## config.mk

```make
export PLATFORM = sky130hd
export DESIGN_NAME = gbmf_core
export DESIGN_NICKNAME = d
export VERILOG_FILES = /design/src/rtl/gbmf_pkg.sv /design/src/rtl/gbmf_core.sv
export SDC_FILE = /design/constraint.sdc
export NUM_CORES = 2
export LEC_CHECK = 0
export BUFFER_PORTS_ARGS = -buffer_cell sky130_fd_sc_hd__buf_2
export CAP_MARGIN = 25
export CORE_ASPECT_RATIO = 1.1
export CORE_MARGIN = 2
export CORE_UTILIZATION = 30
export CTS_CLUSTER_SIZE = 30
export DETAILED_ROUTE_END_ITERATION = 8
export PLACE_DENSITY = 0.48
export REMOVE_ABC_BUFFERS = 1
export SYNTH_ARGS = -nofsm -noshare
export SYNTH_HDL_FRONTEND = slang
export SYNTH_SLANG_ARGS = --single-unit
export TNS_END_PERCENT = 100
```

## constraint.sdc

```tcl
create_clock -name clock -period 24 [get_ports clock]
set_input_delay 3.6 -clock clock [delete_from_list [all_inputs] [get_ports clock]]
set_output_delay 3.6 -clock clock [all_outputs]
set_load 0.005 [all_outputs]
```

## src/rtl/gbmf_pkg.sv

```systemverilog
// Package for the gyro bias and motion fusion unit: shared types, register
// codes, reset values, sign tables and arithmetic helpers.
// No dependencies.
package gbmf_pkg;

   localparam int NUM_IMUS_DEFAULT = 6;
   localparam int CSR_ADDR_W       = 5;
   localparam int CSR_DATA_W       = 32;

   localparam logic [16:0] STAT_MAX     = 17'd100000;
   localparam logic [15:0] HOLD_RESET   = 16'd1000;

   localparam logic [14:0] DC_THRESH_RESET  = 15'd250;
   localparam logic [23:0] AC_THRESH_RESET  = 24'd38400;
   localparam logic [23:0] BLANK_RESET      = 24'd25600;
   localparam logic [3:0]  SHIFT_RESET      = 4'd10;
   localparam logic [15:0] MOVING_HOLD_RESET = 16'd1000;
   localparam logic [16:0] AC_ENABLE_RESET  = 17'd20000;
   localparam logic [16:0] FUSE_ENABLE_RESET = 17'd1000;

   // per-IMU routing, bit n belongs to IMU n
   localparam logic [7:0] X_FEEDS_PITCH = 8'b0000_0011;
   localparam logic [7:0] PITCH_NEG     = 8'b0010_1001;
   localparam logic [7:0] ROLL_NEG      = 8'b0001_0101;

   typedef enum logic [2:0] {
      REG_DC_THRESH   = 3'd0,
      REG_AC_THRESH   = 3'd1,
      REG_BLANK       = 3'd2,
      REG_BIAS_SHIFT  = 3'd3,
      REG_MOVING_HOLD = 3'd4,
      REG_AC_ENABLE   = 3'd5,
      REG_FUSE_ENABLE = 3'd6
   } reg_index_type;

   typedef struct packed {
      logic [14:0] dc_motion_threshold;
      logic [23:0] ac_motion_threshold;
      logic [23:0] blanking_threshold;
      logic [3:0]  bias_filter_shift;
      logic [15:0] moving_hold;
      logic [16:0] ac_enable_count;
      logic [16:0] fuse_enable_count;
   } cfg_type;

   typedef struct packed {
      logic [2:0]         imu_index;
      logic signed [15:0] gyro_x;
      logic signed [15:0] gyro_y;
      logic signed [15:0] gyro_z;
   } item_type;

   typedef struct packed {
      logic signed [24:0] corrected_x;
      logic signed [24:0] corrected_y;
      logic signed [24:0] corrected_z;
      logic               moving;
      logic               frame_end;
      logic               fused_valid;
      logic signed [27:0] pitch_sum;
      logic signed [27:0] roll_sum;
      logic signed [27:0] yaw_sum;
   } core_result_type;

   function automatic logic [15:0] abs_raw(input logic signed [15:0] v);
      return v[15] ? 16'(-v) : 16'(v);
   endfunction

   function automatic logic [24:0] abs_corr(input logic signed [25:0] v);
      return v[25] ? 25'(-v) : 25'(v);
   endfunction

   // floor(((raw << 15) + (2^s - 1) * old) / 2^s)
   function automatic logic signed [31:0] bias_next(input logic signed [15:0] raw,
                                                    input logic signed [31:0] old,
                                                    input logic [3:0] shift);
      logic signed [47:0] old_ext;
      logic signed [47:0] acc;
      old_ext = {{16{old[31]}}, old};
      acc = {{17{raw[15]}}, raw, 15'd0} + (old_ext <<< shift) - old_ext;
      return 32'(acc >>> shift);
   endfunction

   // divide toward zero by a constant through its rounded-up reciprocal at 2^31
   function automatic logic signed [24:0] fuse_scale(input logic signed [27:0] sum,
                                                     input logic [31:0] recip);
      logic [27:0] mag;
      logic [59:0] prod;
      logic [28:0] quot;
      mag  = sum[27] ? 28'(-sum) : 28'(sum);
      prod = 60'(mag) * 60'(recip);
      quot = prod[59:31];
      return sum[27] ? 25'(-quot) : 25'(quot);
   endfunction

endpackage

```

## src/rtl/gbmf_core.sv

```systemverilog
// Bias correction, motion detection and fusion sums for one registered reading;
// holds the per-IMU bias, hold counter, stationary count and frame sums.
// Depends on gbmf_pkg.
module gbmf_core #(
   parameter int NUM_IMUS = gbmf_pkg::NUM_IMUS_DEFAULT
) (
   input  logic                      clock,
   input  logic                      reset,
   input  gbmf_pkg::cfg_type         cfg,
   input  gbmf_pkg::item_type        item,
   input  logic                      advance,
   output gbmf_pkg::core_result_type result
);

   localparam int IDX_W = (NUM_IMUS > 1) ? $clog2(NUM_IMUS) : 1;

   logic signed [31:0] bias_x_ff [NUM_IMUS];
   logic signed [31:0] bias_y_ff [NUM_IMUS];
   logic signed [31:0] bias_z_ff [NUM_IMUS];
   logic [15:0]        hold_ff, hold_in;
   logic [16:0]        stat_ff, stat_in, stat_inc;
   logic signed [27:0] pitch_ff, pitch_in, roll_ff, roll_in, yaw_ff, yaw_in;

   logic [IDX_W-1:0]   sel;
   logic signed [31:0] bx, by, bz;
   logic signed [25:0] cx, cy, cz;
   logic signed [25:0] x_term, y_term, z_term;
   logic signed [25:0] pitch_add, roll_add;
   logic signed [27:0] pitch_new, roll_new, yaw_new;
   logic               dc_hit, ac_hit, motion, still, frame_end, fuse_ok;
   logic               x_pitch, x_neg, y_neg;

   assign sel = item.imu_index[IDX_W-1:0];
   assign bx  = bias_x_ff[sel];
   assign by  = bias_y_ff[sel];
   assign bz  = bias_z_ff[sel];

   assign cx = {{2{item.gyro_x[15]}}, item.gyro_x, 8'd0} - {bx[31], bx[31:7]};
   assign cy = {{2{item.gyro_y[15]}}, item.gyro_y, 8'd0} - {by[31], by[31:7]};
   assign cz = {{2{item.gyro_z[15]}}, item.gyro_z, 8'd0} - {bz[31], bz[31:7]};

   assign dc_hit = (gbmf_pkg::abs_raw(item.gyro_x) > {1'b0, cfg.dc_motion_threshold})
                 | (gbmf_pkg::abs_raw(item.gyro_y) > {1'b0, cfg.dc_motion_threshold})
                 | (gbmf_pkg::abs_raw(item.gyro_z) > {1'b0, cfg.dc_motion_threshold});
   assign ac_hit = (gbmf_pkg::abs_corr(cx) > {1'b0, cfg.ac_motion_threshold})
                 | (gbmf_pkg::abs_corr(cy) > {1'b0, cfg.ac_motion_threshold})
                 | (gbmf_pkg::abs_corr(cz) > {1'b0, cfg.ac_motion_threshold});
   assign motion = dc_hit | ((stat_ff > cfg.ac_enable_count) & ac_hit);

   always_comb begin
      if (motion) begin
         hold_in = cfg.moving_hold;
      end else if (hold_ff != '0) begin
         hold_in = hold_ff - 16'd1;
      end else begin
         hold_in = hold_ff;
      end
   end

   assign still     = (hold_in == '0);
   assign stat_inc  = (still && stat_ff < gbmf_pkg::STAT_MAX) ? stat_ff + 17'd1 : stat_ff;
   assign frame_end = (item.imu_index == 3'(NUM_IMUS - 1));
   assign fuse_ok   = (stat_inc > cfg.fuse_enable_count);
   assign stat_in   = (frame_end && !fuse_ok && !still) ? '0 : stat_inc;

   assign x_pitch = gbmf_pkg::X_FEEDS_PITCH[item.imu_index];
   assign x_neg   = x_pitch ? gbmf_pkg::PITCH_NEG[item.imu_index]
                            : gbmf_pkg::ROLL_NEG[item.imu_index];
   assign y_neg   = x_pitch ? gbmf_pkg::ROLL_NEG[item.imu_index]
                            : gbmf_pkg::PITCH_NEG[item.imu_index];

   always_comb begin
      x_term = '0;
      y_term = '0;
      z_term = '0;
      if (gbmf_pkg::abs_corr(cx) > {1'b0, cfg.blanking_threshold}) begin
         x_term = x_neg ? -cx : cx;
      end
      if (gbmf_pkg::abs_corr(cy) > {1'b0, cfg.blanking_threshold}) begin
         y_term = y_neg ? -cy : cy;
      end
      if (gbmf_pkg::abs_corr(cz) > {1'b0, cfg.blanking_threshold}) begin
         z_term = cz;
      end
   end

   assign pitch_add = x_pitch ? x_term : y_term;
   assign roll_add  = x_pitch ? y_term : x_term;
   assign pitch_new = pitch_ff + 28'(pitch_add);
   assign roll_new  = roll_ff + 28'(roll_add);
   assign yaw_new   = yaw_ff + 28'(z_term);

   assign pitch_in = frame_end ? '0 : pitch_new;
   assign roll_in  = frame_end ? '0 : roll_new;
   assign yaw_in   = frame_end ? '0 : yaw_new;

   always_comb begin
      result.corrected_x = cx[24:0];
      result.corrected_y = cy[24:0];
      result.corrected_z = cz[24:0];
      result.moving      = !still;
      result.frame_end   = frame_end;
      result.fused_valid = frame_end & fuse_ok;
      result.pitch_sum   = frame_end ? pitch_new : '0;
      result.roll_sum    = frame_end ? roll_new : '0;
      result.yaw_sum     = frame_end ? yaw_new : '0;
   end

   always_ff @(posedge clock) begin
      if (reset) begin
         hold_ff  <= gbmf_pkg::HOLD_RESET;
         stat_ff  <= '0;
         pitch_ff <= '0;
         roll_ff  <= '0;
         yaw_ff   <= '0;
         for (int i = 0; i < NUM_IMUS; i++) begin
            bias_x_ff[i] <= '0;
            bias_y_ff[i] <= '0;
            bias_z_ff[i] <= '0;
         end
      end else if (advance) begin
         hold_ff  <= hold_in;
         stat_ff  <= stat_in;
         pitch_ff <= pitch_in;
         roll_ff  <= roll_in;
         yaw_ff   <= yaw_in;
         if (still) begin
            bias_x_ff[sel] <= gbmf_pkg::bias_next(item.gyro_x, bx, cfg.bias_filter_shift);
            bias_y_ff[sel] <= gbmf_pkg::bias_next(item.gyro_y, by, cfg.bias_filter_shift);
            bias_z_ff[sel] <= gbmf_pkg::bias_next(item.gyro_z, bz, cfg.bias_filter_shift);
         end
      end
   end

endmodule

```

==> impl_metrics.json <==
{
  "cts_max_level": 3,
  "vias_per_cell": 5.50,
  "skew_ps": 46.6,
  "path_buf_inv": 5,
  "status": "finished clean",
  "critPathKind": "primary input to output pin",
  "synth_flop_cell": "edfxtp_1",
  "synth_top_cell_by_area": "edfxtp_1",
  "areaGrowthSynthToFinish_pct": 11.4,
  "synth_cell_types": 110,
  "end_kind": "output pin",
  "synth_edf_count": 768,
  "clock.fmax_mhz": 50.0,
  "cts_tree": "built",
  "crit_required_ps": 20400,
  "yosys-top-cells-area": "edfxtp_1 (31%), ha_1 (9.2%), mux4_2 (5.9%), nor2_1 (5.5%), mux2i_1 (5.0%)",
  "cp_top_family": "compound AO/OA/AOI/OAI gates",
  "io_pins": 333,
  "worstSetupEndpoint": "result[26]",
  "antenna_left": 0,
  "cp_slowest_stage_delay_ps": 800,
  "fillers": 25774,
  "power.density_nw_per_um2": 85.3,
  "peakVddDrop_mv": 0.0526,
  "p_clk_share_pct": 21.9,
  "path_depth": 50,
  "worstPathMaxFanout": 76,
  "crit_path_start_kind": "primary input",
  "place.gp.congestion": 0.941,
  "wire_per_inst_um": 27.0,
  "grt_overflow": 0,
  "path_clk_slew_ps": 60,
  "antenna_found_initial": 26,
  "final_cell_mix": "nor2_1 (1,102), edfxtp_1 (768), nand2_1 (722), inv_1 (553), ha_1 (550)",
  "drt_first_iter_violations": 6126,
  "cts-hold-fix-buffers": 0,
  "rsz0062_at_grt": "no",
  "crit_path_frequent_cell": "a21o_1",
  "hold_viol": 0,
  "synthCells": 8097,
  "slew_headroom_pct": 17.4,
  "core-area_um2": 249000,
  "clock_sinks": 885,
  "routed_wirelength_mm": 314,
  "clk_path_buf_depth": 3,
  "syn_area_um2": 75000,
  "drive_gt1_share_pct": 12.0,
  "slew_viol_final": 0,
  "synth-seq-area-share_pct": 33.9,
  "p_sw_mw": 3.17,
  "fp-row-count": 192,
  "grt_max_degree": 99,
  "io_buffer_count": 332,
  "ys_warn_count": 0,
  "period_needed_ps": 20000,
  "drcViolationCount": 0,
  "final_nets": 9071,
  "hold_ws_ps": 468,
  "synthArstFlopShare_pct": 0,
  "reg2reg_depth": 49,
  "grt_pass1_vias": 62591,
  "final_cells": 11646,
  "period_share_pct": 83.3,
  "seq_power_share_pct": 25.0,
  "slowest_stage": "and2_1",
  "rrSetupSlack_ps": 11680,
  "maxCapViolCount": 0,
  "hpwl_mm": 240,
  "p_int_mw": 3.96,
  "yosysTopAreaCellShare_pct": 30.7,
  "die_width_um": 481,
  "clock_latency_ps": 780,
  "drt_pass1_iterations": 8,
  "combPwrFrac_pct": 53.1,
  "tns_ps": 0,
  "dieHeight_um": 528,
  "r2r_start": "bias_z_ff[6][18]$_DFFE_PP_",
  "grt_pass1_wl_mm": 447,
  "mostFrequentLayoutCell": "nor2_1",
  "synth.ff_latch_count": 885,
  "syn_avg_cell_area_um2": 9.27,
  "dpl.cell_count": 11442,
  "post-cts-setup-buffer-count": 0,
  "gr-usage-all-layers_pct": 24.0,
  "netSwitchingFraction_pct": 44.5,
  "ctsResizeCount": 0,
  "finalSetupViolCount": 0,
  "rr_endpoint": "stat_ff[5]$_SDFFE_PP0P_",
  "tightest_slew_ps": 1200,
  "initial_core_util_pct": 30.2,
  "critPathArrivalTime_ps": 16400,
  "num_vias": 64108,
  "dieArea_um2": 254000,
  "hold_class": "flip-flop to flip-flop",
  "critPathLaunch": "item[48]",
  "cts-root-buf": "clkbuf_16",
  "numCtsBuffers": 102,
  "p_leak_nw": 35.5
}
[worst min-delay path, cell delays in order, from the launching register on]
cell     delay [ps]
dfxtp_1         310
nand2_1          60
a21oi_1          50
[area by class of cell]
| type | instances | area, um^2 | area share, % |
|---|---|---|---|
| inverters | 563 | 2140 | 2.56 |
| clock buffers | 116 | 2610 | 3.12 |
| clock inverters | 70 | 633 | 0.757 |
| flip-flops and latches | 885 | 25400 | 30.4 |
| multi-input cells | 6248 | 45900 | 54.9 |
| repair buffers | 451 | 2720 | 3.25 |
| diodes | 15 | 37.5 | 0.0449 |
| well taps | 3298 | 4130 | 4.94 |
[registers in the layout, summed over array words and instances, names as in the netlist]
signal,cells
hold_ff,16
pitch_ff,28
bias_z_ff,256
bias_y_ff,256
stat_ff,17
bias_x_ff,256
yaw_ff,28
roll_ff,28
[worst min-delay path by stage]
stage	start	to	slack [ps]	cells past startpoint
final	pitch_ff[0]$_SDFFE_PP0P_	pitch_ff[0]$_SDFFE_PP0P_	470	2
after global placement	pitch_ff[0]$_SDFFE_PP0P_	pitch_ff[0]$_SDFFE_PP0P_	460	2
after detailed placement	pitch_ff[0]$_SDFFE_PP0P_	pitch_ff[0]$_SDFFE_PP0P_	460	2
after floorplan	pitch_ff[0]$_SDFFE_PP0P_	pitch_ff[0]$_SDFFE_PP0P_	440	2
after global routing	yaw_ff[0]$_SDFFE_PP0P_	yaw_ff[0]$_SDFFE_PP0P_	500	2
after CTS	pitch_ff[0]$_SDFFE_PP0P_	pitch_ff[0]$_SDFFE_PP0P_	470	2
[routing by layer]
| layer | vias to the layer above | wire length (um) | track usage (%) |
|---|---|---|---|
| li1 | 29486 | - | - |
| met1 | 31827 | 131000 | 30.5 |
| met2 | 2304 | 146000 | 39.7 |
| met3 | 475 | 18600 | 3.14 |
| met4 | 16 | 18700 | 12.4 |
| met5 | - | 104 | 0 |
[cells by family (layout without fill, tap and decap cells)]
logic type	count (synthesis)	in the layout	synth area share [%]
other cells	0	15	0
simple gates	2861	2861	17.7
fa+ha+maj	649	649	11.8
mux	669	669	12.4
buf+inv	964	1200	5.11
flops	885	885	33.9
xor+xnor	425	425	4.97
compound gates	1644	1644	14.1
[metrics by stage]
stage | area [um^2] | setup WS, ps | util [%] | power, mW
after floorplan | 73300 | 6170 | - | 4.28
after global routing | 83600 | 2940 | 33.6 | 7.54
after CTS | 83500 | 4140 | 33.6 | 7.11
after global placement | 80200 | 4140 | 32.3 | 5.52
final | 83600 | 4000 | 33.6 | 7.13
after detailed placement | 80300 | 4200 | 32.3 | 5.53
[power groups by stage]
stage	Combinational [mW]	Clock [mW]	Sequential, mW
after floorplan	2.48	0	1.80
after global placement	3.71	0	1.81
after detailed placement	3.72	0	1.81
after CTS	3.74	1.59	1.78
after global routing	4.10	1.65	1.79
final	3.78	1.56	1.78
[cells in the mapped netlist, drive strengths merged, types with 39 or more instances]
cell type / count
a21o: 177
o2bb2ai: 56
a21oi: 419
nor2: 1109
nor4: 44
nor2b: 103
a31oi: 72
mux2: 97
a211oi: 72
and2: 240
o21a: 69
xor2: 135
nand4: 85
or3: 53
o31ai: 42
nand2: 725
fa: 99
edfxtp: 768
xnor2: 290
o21ai: 403
mux4: 196
nand3: 136
nand2b: 68
nor3: 139
dfxtp: 117
mux2i: 376
ha: 550
and3: 71
o211ai: 39
buf: 131
inv: 560
clkbuf: 267
(Power assumes the default switching activity.)
