<file path="config.mk">
export PLATFORM = sky130hd
export DESIGN_NAME = gbmf_csr
export DESIGN_NICKNAME = d
export VERILOG_FILES = /design/src/rtl/gbmf_pkg.sv /design/src/rtl/gbmf_csr.sv
export SDC_FILE = /design/constraint.sdc
export NUM_CORES = 1
export LEC_CHECK = 0
export BUFFER_PORTS_ARGS = -buffer_cell sky130_fd_sc_hd__buf_4
export CORE_ASPECT_RATIO = 2
export CORE_UTILIZATION = 30
export CTS_CLUSTER_SIZE = 28
export DETAILED_ROUTE_END_ITERATION = 10
export PLACE_DENSITY = 0.6
export REMOVE_ABC_BUFFERS = 1
export SYNTH_ARGS = -nofsm -noshare
export SYNTH_HDL_FRONTEND = slang
export SYNTH_SLANG_ARGS = --single-unit
</file>
<file path="constraint.sdc">
create_clock -name clock -period 1.83 [get_ports clock]
set_clock_uncertainty 0.05 [all_clocks]
set_input_delay 0.2745 -clock clock [delete_from_list [all_inputs] [get_ports clock]]
set_output_delay 0.2745 -clock clock [all_outputs]
set_load 0.005 [all_outputs]
</file>
<file path="src/rtl/gbmf_pkg.sv">
// Package for the gyro bias and motion fusion unit: shared types, register
// codes, reset values, sign tables and arithmetic helpers.
// No dependencies.
package gbmf_pkg;

   localparam int NUM_IMUS_DEFAULT = 6;
   localparam int CSR_ADDR_W       = 5;
   localparam int CSR_DATA_W       = 32;

   localparam logic [16:0] STAT_MAX     = 17'd100000;
   localparam logic [15:0] HOLD_RESET   = 16'd1000;

   localparam logic [14:0] DC_THRESH_RESET  = 15'd250;
   localparam logic [23:0] AC_THRESH_RESET  = 24'd38400;
   localparam logic [23:0] BLANK_RESET      = 24'd25600;
   localparam logic [3:0]  SHIFT_RESET      = 4'd10;
   localparam logic [15:0] MOVING_HOLD_RESET = 16'd1000;
   localparam logic [16:0] AC_ENABLE_RESET  = 17'd20000;
   localparam logic [16:0] FUSE_ENABLE_RESET = 17'd1000;

   // per-IMU routing, bit n belongs to IMU n
   localparam logic [7:0] X_FEEDS_PITCH = 8'b0000_0011;
   localparam logic [7:0] PITCH_NEG     = 8'b0010_1001;
   localparam logic [7:0] ROLL_NEG      = 8'b0001_0101;

   typedef enum logic [2:0] {
      REG_DC_THRESH   = 3'd0,
      REG_AC_THRESH   = 3'd1,
      REG_BLANK       = 3'd2,
      REG_BIAS_SHIFT  = 3'd3,
      REG_MOVING_HOLD = 3'd4,
      REG_AC_ENABLE   = 3'd5,
      REG_FUSE_ENABLE = 3'd6
   } reg_index_type;

   typedef struct packed {
      logic [14:0] dc_motion_threshold;
      logic [23:0] ac_motion_threshold;
      logic [23:0] blanking_threshold;
      logic [3:0]  bias_filter_shift;
      logic [15:0] moving_hold;
      logic [16:0] ac_enable_count;
      logic [16:0] fuse_enable_count;
   } cfg_type;

   typedef struct packed {
      logic [2:0]         imu_index;
      logic signed [15:0] gyro_x;
      logic signed [15:0] gyro_y;
      logic signed [15:0] gyro_z;
   } item_type;

   typedef struct packed {
      logic signed [24:0] corrected_x;
      logic signed [24:0] corrected_y;
      logic signed [24:0] corrected_z;
      logic               moving;
      logic               frame_end;
      logic               fused_valid;
      logic signed [27:0] pitch_sum;
      logic signed [27:0] roll_sum;
      logic signed [27:0] yaw_sum;
   } core_result_type;

   function automatic logic [15:0] abs_raw(input logic signed [15:0] v);
      return v[15] ? 16'(-v) : 16'(v);
   endfunction

   function automatic logic [24:0] abs_corr(input logic signed [25:0] v);
      return v[25] ? 25'(-v) : 25'(v);
   endfunction

   // floor(((raw << 15) + (2^s - 1) * old) / 2^s)
   function automatic logic signed [31:0] bias_next(input logic signed [15:0] raw,
                                                    input logic signed [31:0] old,
                                                    input logic [3:0] shift);
      logic signed [47:0] old_ext;
      logic signed [47:0] acc;
      old_ext = {{16{old[31]}}, old};
      acc = {{17{raw[15]}}, raw, 15'd0} + (old_ext <<< shift) - old_ext;
      return 32'(acc >>> shift);
   endfunction

   // divide toward zero by a constant through its rounded-up reciprocal at 2^31
   function automatic logic signed [24:0] fuse_scale(input logic signed [27:0] sum,
                                                     input logic [31:0] recip);
      logic [27:0] mag;
      logic [59:0] prod;
      logic [28:0] quot;
      mag  = sum[27] ? 28'(-sum) : 28'(sum);
      prod = 60'(mag) * 60'(recip);
      quot = prod[59:31];
      return sum[27] ? 25'(-quot) : 25'(quot);
   endfunction

endpackage

</file>
<file path="src/rtl/gbmf_csr.sv">
// Configuration register bank on an APB-style port.
// Depends on gbmf_pkg for the register codes, reset values and cfg_type.
module gbmf_csr (
   input  logic                              clock,
   input  logic                              reset,
   input  logic                              csr_psel,
   input  logic                              csr_penable,
   input  logic                              csr_pwrite,
   input  logic [gbmf_pkg::CSR_ADDR_W-1:0]   csr_paddr,
   input  logic [gbmf_pkg::CSR_DATA_W-1:0]   csr_pwdata,
   output logic [gbmf_pkg::CSR_DATA_W-1:0]   csr_prdata,
   output logic                              csr_pready,
   output gbmf_pkg::cfg_type                 cfg
);

   gbmf_pkg::cfg_type       cfg_ff;
   gbmf_pkg::cfg_type       cfg_in;
   gbmf_pkg::reg_index_type index;
   logic                    wr_en;

   assign index      = gbmf_pkg::reg_index_type'(csr_paddr[gbmf_pkg::CSR_ADDR_W-1:2]);
   assign wr_en      = csr_psel & csr_penable & csr_pwrite;
   assign csr_pready = 1'b1;
   assign cfg        = cfg_ff;

   always_comb begin
      cfg_in = cfg_ff;
      if (wr_en) begin
         unique case (index)
            gbmf_pkg::REG_DC_THRESH:   cfg_in.dc_motion_threshold = csr_pwdata[14:0];
            gbmf_pkg::REG_AC_THRESH:   cfg_in.ac_motion_threshold = csr_pwdata[23:0];
            gbmf_pkg::REG_BLANK:       cfg_in.blanking_threshold  = csr_pwdata[23:0];
            gbmf_pkg::REG_BIAS_SHIFT:  cfg_in.bias_filter_shift   = csr_pwdata[3:0];
            gbmf_pkg::REG_MOVING_HOLD: cfg_in.moving_hold         = csr_pwdata[15:0];
            gbmf_pkg::REG_AC_ENABLE:   cfg_in.ac_enable_count     = csr_pwdata[16:0];
            gbmf_pkg::REG_FUSE_ENABLE: cfg_in.fuse_enable_count   = csr_pwdata[16:0];
            default: ;
         endcase
      end
   end

   always_comb begin
      unique case (index)
         gbmf_pkg::REG_DC_THRESH:   csr_prdata = 32'(cfg_ff.dc_motion_threshold);
         gbmf_pkg::REG_AC_THRESH:   csr_prdata = 32'(cfg_ff.ac_motion_threshold);
         gbmf_pkg::REG_BLANK:       csr_prdata = 32'(cfg_ff.blanking_threshold);
         gbmf_pkg::REG_BIAS_SHIFT:  csr_prdata = 32'(cfg_ff.bias_filter_shift);
         gbmf_pkg::REG_MOVING_HOLD: csr_prdata = 32'(cfg_ff.moving_hold);
         gbmf_pkg::REG_AC_ENABLE:   csr_prdata = 32'(cfg_ff.ac_enable_count);
         gbmf_pkg::REG_FUSE_ENABLE: csr_prdata = 32'(cfg_ff.fuse_enable_count);
         default:                   csr_prdata = '0;
      endcase
   end

   always_ff @(posedge clock) begin
      if (reset) begin
         cfg_ff.dc_motion_threshold <= gbmf_pkg::DC_THRESH_RESET;
         cfg_ff.ac_motion_threshold <= gbmf_pkg::AC_THRESH_RESET;
         cfg_ff.blanking_threshold  <= gbmf_pkg::BLANK_RESET;
         cfg_ff.bias_filter_shift   <= gbmf_pkg::SHIFT_RESET;
         cfg_ff.moving_hold         <= gbmf_pkg::MOVING_HOLD_RESET;
         cfg_ff.ac_enable_count     <= gbmf_pkg::AC_ENABLE_RESET;
         cfg_ff.fuse_enable_count   <= gbmf_pkg::FUSE_ENABLE_RESET;
      end else begin
         cfg_ff <= cfg_in;
      end
   end

endmodule

</file>
==> impl_results.rst, run 1 <==
.. list-table::
   :header-rows: 1

   * - Metric
     - Value
   * - Total CTS buffers
     - 17
   * - Average detailed-routed wire length per instance
     - 19.33 um
   * - Critical path data arrival time
     - 1.51 ns
   * - Area of all placed cells without fillers
     - 8247 um^2
   * - GR Layer Usage met1
     - 20.48%
   * - Worst slack at placement
     - -0.01047 ns
   * - Overflow after GRT
     - 0
   * - Distinct cells, synth
     - 39
   * - Number of flip-flops in the largest register
     - 117
   * - Max Cap Viol
     - 0
   * - Diodes inserted
     - 0
   * - Final Hold Vio Count
     - 0
   * - Detailed placer's ending HPWL
     - 14300 um
   * - Post-synthesis sequential area ratio
     - 41.44%
   * - Setup repair after global routing missed its margin
     - true
   * - Synthesized flop and latch total
     - 117
   * - Buffer cell driving the clock tree root
     - sky130_fd_sc_hd__clkbuf_16
   * - Die width
     - 99.06 um
   * - Worst Setup Start Kind
     - flop
   * - Critical Path End Type
     - output port
   * - Ports
     - 192
   * - Internal reg-to-reg setup slack
     - 0.93 ns
   * - Vias in the first global route
     - 4880
   * - Count of buffering cells on the critical path with inverters included
     - 3
   * - Max Buffers Root-to-Sink
     - 2
   * - Antenna-violating nets left
     - 0
   * - Synth Area per Inst
     - 9.761 um^2
   * - Worst setup margin
     - -0.004547 ns
   * - Final number of max-transition violations
     - 0
   * - Total number of placement rows
     - 70
   * - Delay of the slowest cell on the worst path
     - 0.38 ns
   * - Global-route track usage on met3
     - 3.349%
   * - Placeable core area
     - 18390 um^2
   * - Final Routed Wirelength
     - 19500 um
   * - Placed Area
     - 7488 um^2
   * - Area of the mapped netlist
     - 5652 um^2
   * - Maximum number of pins on one net before global-route repair
     - 53
   * - Top delay family on crit path
     - compound AO/OA/AOI/OAI gates
   * - # setup viols final
     - 1
   * - Violations in the final reports
     - setup timing
   * - Ratio of cells with drive above 1 in the final layout
     - 37.45%
   * - Gr usage total
     - 20.24%
   * - Data required time at the worst endpoint
     - 1.51 ns
   * - Most crowded layer after global routing
     - met2
   * - Effective utilization at floorplan
     - 30.73%
   * - Crit path time final
     - 1.835 ns
   * - Final period utilization
     - 100.2%
   * - Met2 capacity usage during global routing
     - 39.16%
   * - Slowest cell on the critical path
     - sky130_fd_sc_hd__dfxtp_1
   * - 1st-pass router iterations
     - 4
   * - Overall die area
     - 19430 um^2
   * - Power per standard cell area
     - 857.1 nW/um^2
   * - Largest driver fanout on the critical path
     - 2
   * - Count of H-tree levels built during CTS
     - 4
   * - GPL Wtd Cong
     - 0.7991
   * - HP Class
     - input pin to flop
   * - Die height
     - 196.1 um
   * - Critical path cell sequence
     - inv_1 > o221a_2 > a221oi_2 > buf_4 > buf_6
   * - Number of nets in the finished design
     - 822
   * - Path type of the worst setup path
     - flop to output port
   * - CTS tree
     - yes
   * - Latest clock arrival within the worst-skew pair
     - 0.41 ns
   * - Run status
     - finished with violations
   * - Clock Sink Count
     - 117
   * - Clock transition at the register clock pins on the worst setup and hold paths after CTS
     - 0.05 ns
   * - Leakage power summed over all cells
     - 3.866 nW
   * - Area grow syn2layout
     - 45.92%
   * - Number of vias in the routed layout
     - 4976
   * - Number of buffer cells added on primary ports
     - 172
   * - IR Drop Worst-Case VDD
     - 0.0005113 V
   * - Final core utilization
     - 44.84%
   * - Count of warnings emitted by yosys
     - 0
   * - Detailed-route vias per instance
     - 4.932
   * - Post-route DRC
     - 0
   * - Post-synthesis instance total
     - 579
   * - Detailed router's first-iteration violation count
     - 235
   * - First-pass GRT wire length
     - 28840 um
   * - Max frequency
     - 545.1 MHz
   * - Number of antenna violations at the first check in global routing
     - 0
==> worst paths after layout <==
kind / cells after the start / from / endpoint
worst min register to register: 2 / cfg[1] / cfg[1]
worst max register to register: 2 / cfg[28] / cfg[28]
worst max-delay path: 5 / cfg[19] / csr_prdata[2]
worst min-delay path: 2 / csr_pwdata[11] / cfg[28]
==> power breakdown <==
group | switching (mW) | internal (mW) | total [mW]
clock | 1.25 | 2.62 | 3.88
combinational | 0.307 | 0.301 | 0.607
sequential | 0.0177 | 2.57 | 2.59
==> logic make-up (layout without fill, tap and decap cells) <==
logic type             after synthesis  after routing  share of synthesized area [%]
AND/OR/NAND/NOR                    193            193                          18.69
multiplexers                       142            142                          25.33
flip-flops                         117            117                          41.44
AO/OA/AOI/OAI                       65             65                          8.435
buffers and inverters               60            267                          5.977
other                                2              9                         0.1329
==> worst reg2reg max path, stage by stage (launching register included) <==
cell and delay [ns]:
sky130_fd_sc_hd__dfxtp_1 0.35, sky130_fd_sc_hd__a21boi_0 0.13, sky130_fd_sc_hd__a211o_1 0.26
==> layer usage <==
layer	vias up	wire length (um)
met5	-	0
met4	0	656
met3	36	644
met2	150	11040
met1	2383	7163
li1	2407	-
==> through the flow <==
stage / total power, mW / setup TNS (ns) / hold WS, ns / std cells
2_1_floorplan: 2.845 / -21.15 / 0.2936 / 531
3_3_place_gp: 3.239 / 0 / 0.4251 / 974
3_5_place_dp: 3.241 / -0.02658 / 0.4282 / 974
4_1_cts: 7.126 / -0.02284 / 0.03555 / 1008
5_1_grt: 7.302 / -0.2208 / 0.05067 / 1009
6_report: 7.069 / -0.004547 / 0.04786 / 1009
==> repair_timing <==
action,4_1_cts,5_1_grt
buffers inserted,2,1
gates resized for setup,7,11
hold buffers,0,0
endpoints found under the setup margin,4,9
pin swaps,0,1
==> area by class of cell <==
cell class,count,area (um^2)
clock buffers,19,452.9
clock inverters,13,227.7
fillers,1779,10150
inverters,5,18.77
multi-input cells,409,3042
flip-flops and latches,117,2355
well taps,216,270.3
repair buffers,230,1881
==> Yosys cell counts, drive strengths merged <==
library cell | instances | area, um^2
mux2i | 134 | 1341
dfxtp | 117 | 2342
nand2b | 99 | 619.3
nor2 | 49 | 186.4
buf | 37 | 251.5
clkbuf | 18 | 67.56
nand2 | 13 | 56.31
nand3 | 13 | 70.07
a22oi | 12 | 90.09
o21ai | 10 | 50.05
a21oi | 9 | 45.04
mux2 | 8 | 90.09
a221oi | 6 | 52.55
or3 | 6 | 37.54
inv | 5 | 18.77
nor2b | 5 | 31.28
o221ai | 5 | 43.79
o221a | 4 | 45.04
o31ai | 4 | 30.03
a211o | 3 | 26.28
a32oi | 2 | 17.52
and2 | 2 | 12.51
and3 | 2 | 12.51
conb | 2 | 7.510
o211ai | 2 | 15.01
o21a | 2 | 15.01
o22ai | 2 | 12.51
o32a | 2 | 20.02
a21boi | 1 | 7.510
a31oi | 1 | 6.260
and4 | 1 | 8.760
and4b | 1 | 10.01
nand4 | 1 | 6.260
nor3 | 1 | 5.000
==> cells in the final DEF (no fill, tap or decap), types with 6 or more instances in the layout <==
cell and n:
sky130_fd_sc_hd__or3_1 6, sky130_fd_sc_hd__mux2i_1 134, sky130_fd_sc_hd__nand2b_1 98, sky130_fd_sc_hd__nand3_1 12, sky130_fd_sc_hd__a21oi_1 9, sky130_fd_sc_hd__clkbuf_16 17, sky130_fd_sc_hd__o21ai_0 10, sky130_fd_sc_hd__a22oi_1 12
sky130_fd_sc_hd__buf_4 217, sky130_fd_sc_hd__dfxtp_2 10, sky130_fd_sc_hd__mux2_2 8, sky130_fd_sc_hd__buf_12 12, sky130_fd_sc_hd__nor2_1 48, sky130_fd_sc_hd__dfxtp_1 107, sky130_fd_sc_hd__nand2_1 10, sky130_fd_sc_hd__bufinv_16 6
sky130_fd_sc_hd__conb_1 9
(Power assumes the default switching activity.)
==> run 2: changes to the inputs <==
--- a/config.mk
+++ b/config.mk
@@ -7,10 +7,11 @@
 export LEC_CHECK = 0
 export BUFFER_PORTS_ARGS = -buffer_cell sky130_fd_sc_hd__buf_4
 export CORE_ASPECT_RATIO = 2
-export CORE_UTILIZATION = 30
+export CORE_UTILIZATION = 45
 export CTS_CLUSTER_SIZE = 28
 export DETAILED_ROUTE_END_ITERATION = 10
-export PLACE_DENSITY = 0.6
+export PLACE_DENSITY = 0.81
+export RECOVER_POWER = 50
 export REMOVE_ABC_BUFFERS = 1
 export SYNTH_ARGS = -nofsm -noshare
 export SYNTH_HDL_FRONTEND = slang
==> run 2 against run 1 <==
The flow still finishes with violations (setup timing). Fmax down 1.3%. Sequential cell count unchanged. Critical path type unchanged. Clock power decreased by 8.2%. Count of clock-buffer cells in the layout is 4 higher. Largest cell class unchanged. Power down 5.1%. Highest routed layer unchanged. Worst setup slack got worse by 0.024 ns. First-iteration DRC count grew 23%. Critical path depth fell by 1. Utilization up 19 points. Sequential power hardly changed. Combinational power fell by 8.1%. Non-clock buffer count fell by 15.
==> impl_results.rst, run 2 (same netlist as run 1, synthesis figures left out) <==
.. list-table::
   :header-rows: 1

   * - Metric
     - Value
   * - Worst setup margin
     - -0.02832 ns (-0.02377 ns)
   * - Total CTS buffers
     - 17 (unchanged)
   * - Critical Path End Type
     - output port
   * - Worst Setup Start Kind
     - flop
   * - Power per standard cell area
     - 856.3 nW/um^2 (-0.10%)
   * - Slew Limit Headroom
     - 55.05%
   * - 1st-pass router iterations
     - 5 (+1)
   * - CTS tree
     - yes
   * - Final hold slack
     - 0.05662 ns (+0.008764 ns)
   * - Max Cap Viol
     - 0 (unchanged)
   * - Area grow syn2layout
     - 38.57%
   * - Top library cells by usage in the layout, fill and taps aside
     - sky130_fd_sc_hd__mux2i_1, sky130_fd_sc_hd__buf_4, sky130_fd_sc_hd__dfxtp_1, sky130_fd_sc_hd__nand2b_1, sky130_fd_sc_hd__clkbuf_4
   * - Max Buffers Root-to-Sink
     - 2 (unchanged)
   * - Clock Sink Count
     - 117 (unchanged)
   * - Top delay family on crit path
     - compound AO/OA/AOI/OAI gates
   * - Setup repair after global routing missed its margin
     - true
   * - Number of buffer cells added on primary ports
     - 172 (unchanged)
   * - Effective utilization at floorplan
     - 46.34% (+16 points)
   * - Detailed-route vias per instance
     - 5.586 (+13%)
   * - Worst-margin pin slew
     - 0.6743 ns
   * - Maximum number of pins on one net before global-route repair
     - 41 (-23%)
   * - Internal reg-to-reg setup slack
     - 0.91 ns (-0.02 ns)
   * - Worst path depth
     - 4 (-1)
   * - Worst slack at placement
     - -0.06231 ns (-0.05184 ns)
   * - Destination of the worst register-to-register timing path
     - cfg[28]
   * - Buffer cell driving the clock tree root
     - sky130_fd_sc_hd__clkbuf_16
   * - Total number of placement rows
     - 57 (-19%)
   * - Placed Area
     - 7209 um^2 (-3.7%)
   * - # hold bufs at CTS
     - 0 (unchanged)
   * - Switching Share
     - 21.74% (-0.58 points)
   * - IR Drop Worst-Case VDD
     - 0.0006911 V (+35%)
   * - Number of antenna violations at the first check in global routing
     - 1 (+1)
   * - HP Class
     - input pin to flop
   * - Combinational group share of total power
     - 8.3% (-0.3 points)
   * - Clock transition at the register clock pins on the worst setup and hold paths after CTS
     - 0.05 ns (about the same)
   * - Average detailed-routed wire length per instance
     - 19.55 um (+1.1%)
   * - Startpoint of the most critical setup path
     - cfg[9]
   * - Gr usage total
     - 28.77% (+8.5 points)
   * - Number of cells in the finished layout apart from fillers
     - 926 (-8.2%)
   * - Antenna-violating nets left
     - 0 (unchanged)
   * - Capture point of the worst path
     - csr_prdata[9]
   * - Final number of max-transition violations
     - 0 (unchanged)
   * - Final Hold Vio Count
     - 0 (unchanged)
   * - Overall die area
     - 13040 um^2 (-33%)
   * - Delay of the slowest cell on the worst path
     - 0.32 ns (-0.06 ns)
   * - Vias in the first global route
     - 5313 (+8.9%)
   * - Number of vias in the routed layout
     - 5173 (+4.0%)
   * - Detailed placer's ending HPWL
     - 13120 um (-8.2%)
   * - Die height
     - 160.5 um (-18%)
   * - Final Routed Wirelength
     - 18100 um (-7.2%)
   * - Path type of the worst setup path
     - flop to output port
   * - Count of H-tree levels built during CTS
     - 4 (unchanged)
   * - Ports
     - 192 (unchanged)
   * - Slowest cell on the critical path
     - sky130_fd_sc_hd__dfxtp_1
   * - Overflow after GRT
     - 0 (unchanged)
   * - Count of buffering cells on the critical path with inverters included
     - 1 (-2)
   * - Data required time at the worst endpoint
     - 1.51 ns (about the same)
   * - Placed Cells incl. Taps
     - 891 (-8.5%)
   * - Ratio of cells with drive above 1 in the final layout
     - 32.78% (-4.7 points)
   * - Final setup TNS
     - -0.02832 ns (-0.02377 ns)
   * - Critical path cell sequence
     - mux2_2 > a32oi_1 > o211ai_1 > buf_4
   * - Register share of total power
     - 38.6% (+2.0 points)
   * - Internal power
     - 5.248 mW (-4.4%)
   * - Startpoint of the lowest-slack register-to-register path
     - cfg[28]
   * - Final core utilization
     - 64.21% (+19 points)
   * - Filler Cell Count
     - 1018 (-43%)
   * - Number of flip-flops in the largest register
     - 117 (unchanged)
   * - Largest driver fanout on the critical path
     - 3 (+1)
   * - Max frequency
     - 538.1 MHz (-1.3%)
   * - Violations in the final reports
     - setup timing
   * - Critical path data arrival time
     - 1.53 ns (+0.02 ns)
   * - NetSw
     - 1.458 mW (-7.6%)
   * - Crit path time final
     - 1.858 ns (+0.02377 ns)
   * - Area of all placed cells without fillers
     - 7831 um^2 (-5.0%)
   * - Commonest non-fill, non-tap cell in the layout
     - sky130_fd_sc_hd__mux2i_1
   * - Leakage power summed over all cells
     - 3.642 nW (-5.8%)
   * - Final period utilization
     - 101.5% (+1.3 points)
   * - Run status
     - finished with violations
   * - Clock share of power
     - 53.1% (-1.7 points)
   * - First-pass GRT wire length
     - 27660 um (-4.1%)
   * - GPL Wtd Cong
     - 0.8587 (+7.5%)
   * - Detailed router's first-iteration violation count
     - 290 (+23%)
   * - Number of nets in the finished design
     - 807 (-1.8%)
   * - Length in cells of the worst reg-to-reg path
     - 2 (unchanged)
   * - Placeable core area
     - 12200 um^2 (-34%)
   * - Die width
     - 81.25 um (-18%)
   * - # setup viols final
     - 1 (unchanged)
   * - Latest clock arrival within the worst-skew pair
     - 0.41 ns (about the same)
   * - Sum of internal, switching and leakage power
     - 6.706 mW (-5.1%)
   * - Post-route DRC
     - 0 (unchanged)
run 2: metal layers:
metal,wire length [um],vias up,global-route usage [%]
li1,-,2380,-
met1,6251,2465,28.20
met2,9605,245,50.27
met3,902,83,6.477
met4,1342,0,21.83
met5,0,-,0
run 2: worst min path at each step:
stage,from,slack [ns],end,depth (start not counted)
2_1_floorplan,reset,0.29,cfg[21],1
3_3_place_gp,cfg[86],0.42,cfg[86],2
3_5_place_dp,cfg[76],0.43,cfg[76],2
4_1_cts,csr_pwdata[11],0.05,cfg[28],2
5_1_grt,csr_pwdata[11],0.06,cfg[28],2
6_report,csr_pwdata[11],0.06,cfg[28],2
run 2: area by class of cell:
class	count	area, um^2	share of cell area [%]
clock buffers	23	488.0	6.231
clock inverters	9	147.6	1.885
well taps	147	183.9	2.349
repair buffers	215	1599	20.42
multi-input cells	409	3039	38.81
diodes	1	2.502	0.03195
inverters	5	18.77	0.2397
flip-flops and latches	117	2352	30.04
run 2: timing repair:
| action | in CTS | in global routing |
|---|---|---|
| resized for setup | 7 | 9 |
| setup buffers | 0 | 2 |
| pin swaps | 0 | 2 |
| setup endpoints to repair | 3 | 5 |
run 2: power by group through the flow:
stage | logic (mW) | registers [mW] | clock network, mW
after floorplan | 0.208 | 2.64 | 0
after global placement | 0.534 | 2.64 | 0
after detailed placement | 0.547 | 2.64 | 0
after CTS | 0.555 | 2.59 | 3.59
after global routing | 0.597 | 2.59 | 3.71
final | 0.558 | 2.59 | 3.56
==> run 3: changes to the inputs <==
--- a/config.mk
+++ b/config.mk
@@ -10,7 +10,7 @@
 export CORE_UTILIZATION = 45
 export CTS_CLUSTER_SIZE = 28
 export DETAILED_ROUTE_END_ITERATION = 10
-export PLACE_DENSITY = 0.81
+export PLACE_DENSITY = 0.73
 export RECOVER_POWER = 50
 export REMOVE_ABC_BUFFERS = 1
 export SYNTH_ARGS = -nofsm -noshare
==> run 3 against run 2 <==
The run now ends clean. Critical path type unchanged. Critical endpoint is now csr_prdata[14]. Wire length decreased by 2.8%. Global-route usage decreased by 0.58 points. Cell count unchanged. Critical path depth unchanged. Register-to-register slack about the same. Sequential power about the same. Worst hold slack about the same. Clock power increased by 4%. Combinational power increased by 2%. Sequential cell count unchanged. Power increased by 2.6%.
==> impl_results.rst, run 3 (same netlist as run 1, synthesis figures left out) <==
.. list-table::
   :header-rows: 1

   * - Metric
     - Value
   * - Vias in the first global route
     - 5303 (-0.19%)
   * - Worst Setup Start Kind
     - flop
   * - Critical path data arrival time
     - 1.45 ns (-0.08 ns)
   * - Final number of max-transition violations
     - 0 (unchanged)
   * - Max Cap Viol
     - 0 (unchanged)
   * - Detailed-route vias per instance
     - 5.502 (-1.5%)
   * - Gr usage total
     - 28.19% (-0.58 points)
   * - Detailed router's first-iteration violation count
     - 291 (+0.34%)
   * - Post-route DRC
     - 0 (unchanged)
   * - Number of buffer cells added on primary ports
     - 172 (unchanged)
   * - Diodes inserted
     - 0 (-1)
   * - Commonest non-fill, non-tap cell in the layout
     - sky130_fd_sc_hd__buf_4
   * - Data required time at the worst endpoint
     - 1.51 ns (about the same)
   * - Number of nets in the finished design
     - 808 (+0.12%)
   * - Run status
     - finished clean
   * - Final core utilization
     - 64.78% (+0.56 points)
   * - Antenna-violating nets left
     - 0 (unchanged)
   * - CTS tree
     - yes
   * - Total number of placement rows
     - 57 (unchanged)
   * - Power per standard cell area
     - 870.6 nW/um^2 (+1.7%)
   * - Top library cells by usage in the layout, fill and taps aside
     - sky130_fd_sc_hd__buf_4, sky130_fd_sc_hd__mux2i_1, sky130_fd_sc_hd__dfxtp_1, sky130_fd_sc_hd__nand2b_1, sky130_fd_sc_hd__nor2_1
   * - Final Hold Vio Count
     - 0 (unchanged)
   * - Latest clock arrival within the worst-skew pair
     - 0.41 ns (about the same)
   * - Path type of the worst setup path
     - flop to output port
   * - Largest driver fanout on the critical path
     - 3 (unchanged)
   * - Final hold slack
     - 0.05646 ns (-0.0001601 ns)
   * - Placeable core area
     - 12200 um^2 (unchanged)
   * - HP Class
     - input pin to flop
   * - Slew Limit Headroom
     - 45.76% (-9.3 points)
   * - Setup repair after global routing missed its margin
     - false
   * - GPL Wtd Cong
     - 0.8832 (+2.9%)
   * - Final Routed Wirelength
     - 17590 um (-2.8%)
   * - Crit path time final
     - 1.773 ns (-0.08486 ns)
   * - Clock transition at the register clock pins on the worst setup and hold paths after CTS
     - 0.05 ns (about the same)
   * - Total CTS buffers
     - 17 (unchanged)
   * - # setup viols final
     - 0 (-1)
   * - Critical Path End Type
     - output port
   * - Maximum number of pins on one net before global-route repair
     - 56 (+37%)
   * - Buffer cell driving the clock tree root
     - sky130_fd_sc_hd__clkbuf_16
   * - Placed Cells incl. Taps
     - 893 (+0.22%)
   * - Max Buffers Root-to-Sink
     - 2 (unchanged)
   * - Max frequency
     - 563.9 MHz (+4.8%)
   * - Overflow after GRT
     - 0 (unchanged)
   * - Sum of internal, switching and leakage power
     - 6.878 mW (+2.6%)
   * - Detailed placer's ending HPWL
     - 12950 um (-1.3%)
   * - Clock Sink Count
     - 117 (unchanged)
   * - Leakage power summed over all cells
     - 3.691 nW (+1.4%)
   * - Worst-margin pin slew
     - 0.8135 ns (+0.1393 ns)
   * - Effective utilization at floorplan
     - 46.34% (unchanged)
   * - Overall die area
     - 13040 um^2 (unchanged)
   * - Final period utilization
     - 96.91% (-4.6 points)
   * - First-pass GRT wire length
     - 27390 um (-1.0%)
   * - 1st-pass router iterations
     - 4 (-1)
   * - Ports
     - 192 (unchanged)
   * - Number of cells in the finished layout apart from fillers
     - 926 (unchanged)
   * - Ratio of cells with drive above 1 in the final layout
     - 34.02% (+1.2 points)
   * - Die height
     - 160.5 um (unchanged)
   * - IR Drop Worst-Case VDD
     - 0.0008575 V (+24%)
   * - Number of vias in the routed layout
     - 5095 (-1.5%)
   * - Average detailed-routed wire length per instance
     - 19.00 um (-2.8%)
   * - Count of H-tree levels built during CTS
     - 4 (unchanged)
   * - Area grow syn2layout
     - 39.78%
   * - Number of flip-flops in the largest register
     - 117 (unchanged)
   * - Die width
     - 81.25 um (unchanged)
   * - Number of antenna violations at the first check in global routing
     - 0 (-1)
[run 3: final cells by class]
type	count	area, um^2
clock buffer	18	439.2
sequential	117	2354
multi-input combinational	409	3020
tap	147	183.9
clock inverter	14	225.2
timing repair buffer	216	1659
inverter	5	18.77
fill	1027	4295
[run 3: worst paths after layout]
kind	slack, ns	end	startpoint	cells after the start
min reg2reg	0.44	cfg[66]	cfg[66]	2
min	0.06	cfg[28]	csr_pwdata[11]	2
max	0.06	csr_prdata[14]	cfg[14]	4
max reg2reg	0.91	cfg[28]	cfg[28]	2
[run 3: metrics by stage]
step           instance area [um^2]  setup slack, ns  setup TNS (ns)
2_1_floorplan                  5359           -1.113          -21.15
3_3_place_gp                   7274        -0.003314       -0.003314
3_5_place_dp                   7274         -0.02105        -0.05003
4_1_cts                        7960         0.008382               0
5_1_grt                        7900         0.001986               0
6_report                       7900          0.05655               0
[run 3: power by group]
| group | switching (mW) | internal [mW] |
|---|---|---|
| combinational | 0.288 | 0.281 |
| sequential | 0.0175 | 2.57 |
| clock | 1.26 | 2.47 |
| total | 1.56 | 5.32 |
[run 3: worst max-delay path, cell delays in order (launching register included)]
cell,delay [ns]
sky130_fd_sc_hd__dfxtp_1,0.33
sky130_fd_sc_hd__mux2_2,0.26
sky130_fd_sc_hd__a32oi_1,0.18
sky130_fd_sc_hd__o211ai_1,0.12
sky130_fd_sc_hd__buf_4,0.15
[run 3: timing repair]
action                     4_1_cts  5_1_grt
setup endpoints to repair        4        5
buffers inserted                 0        1
pin swaps                        0        2
hold buffers                     0        0
gates resized for setup          5       12
[run 3: per-layer routing]
layer	up-vias	share of wire [%]	wire length, um	track usage (%)
met4	0	3.6	630	14.20
met1	2477	35	6218	28.59
met5	-	0	0	0
met3	46	4.9	868	5.682
met2	191	56	9876	52.06
li1	2381	-	-	-
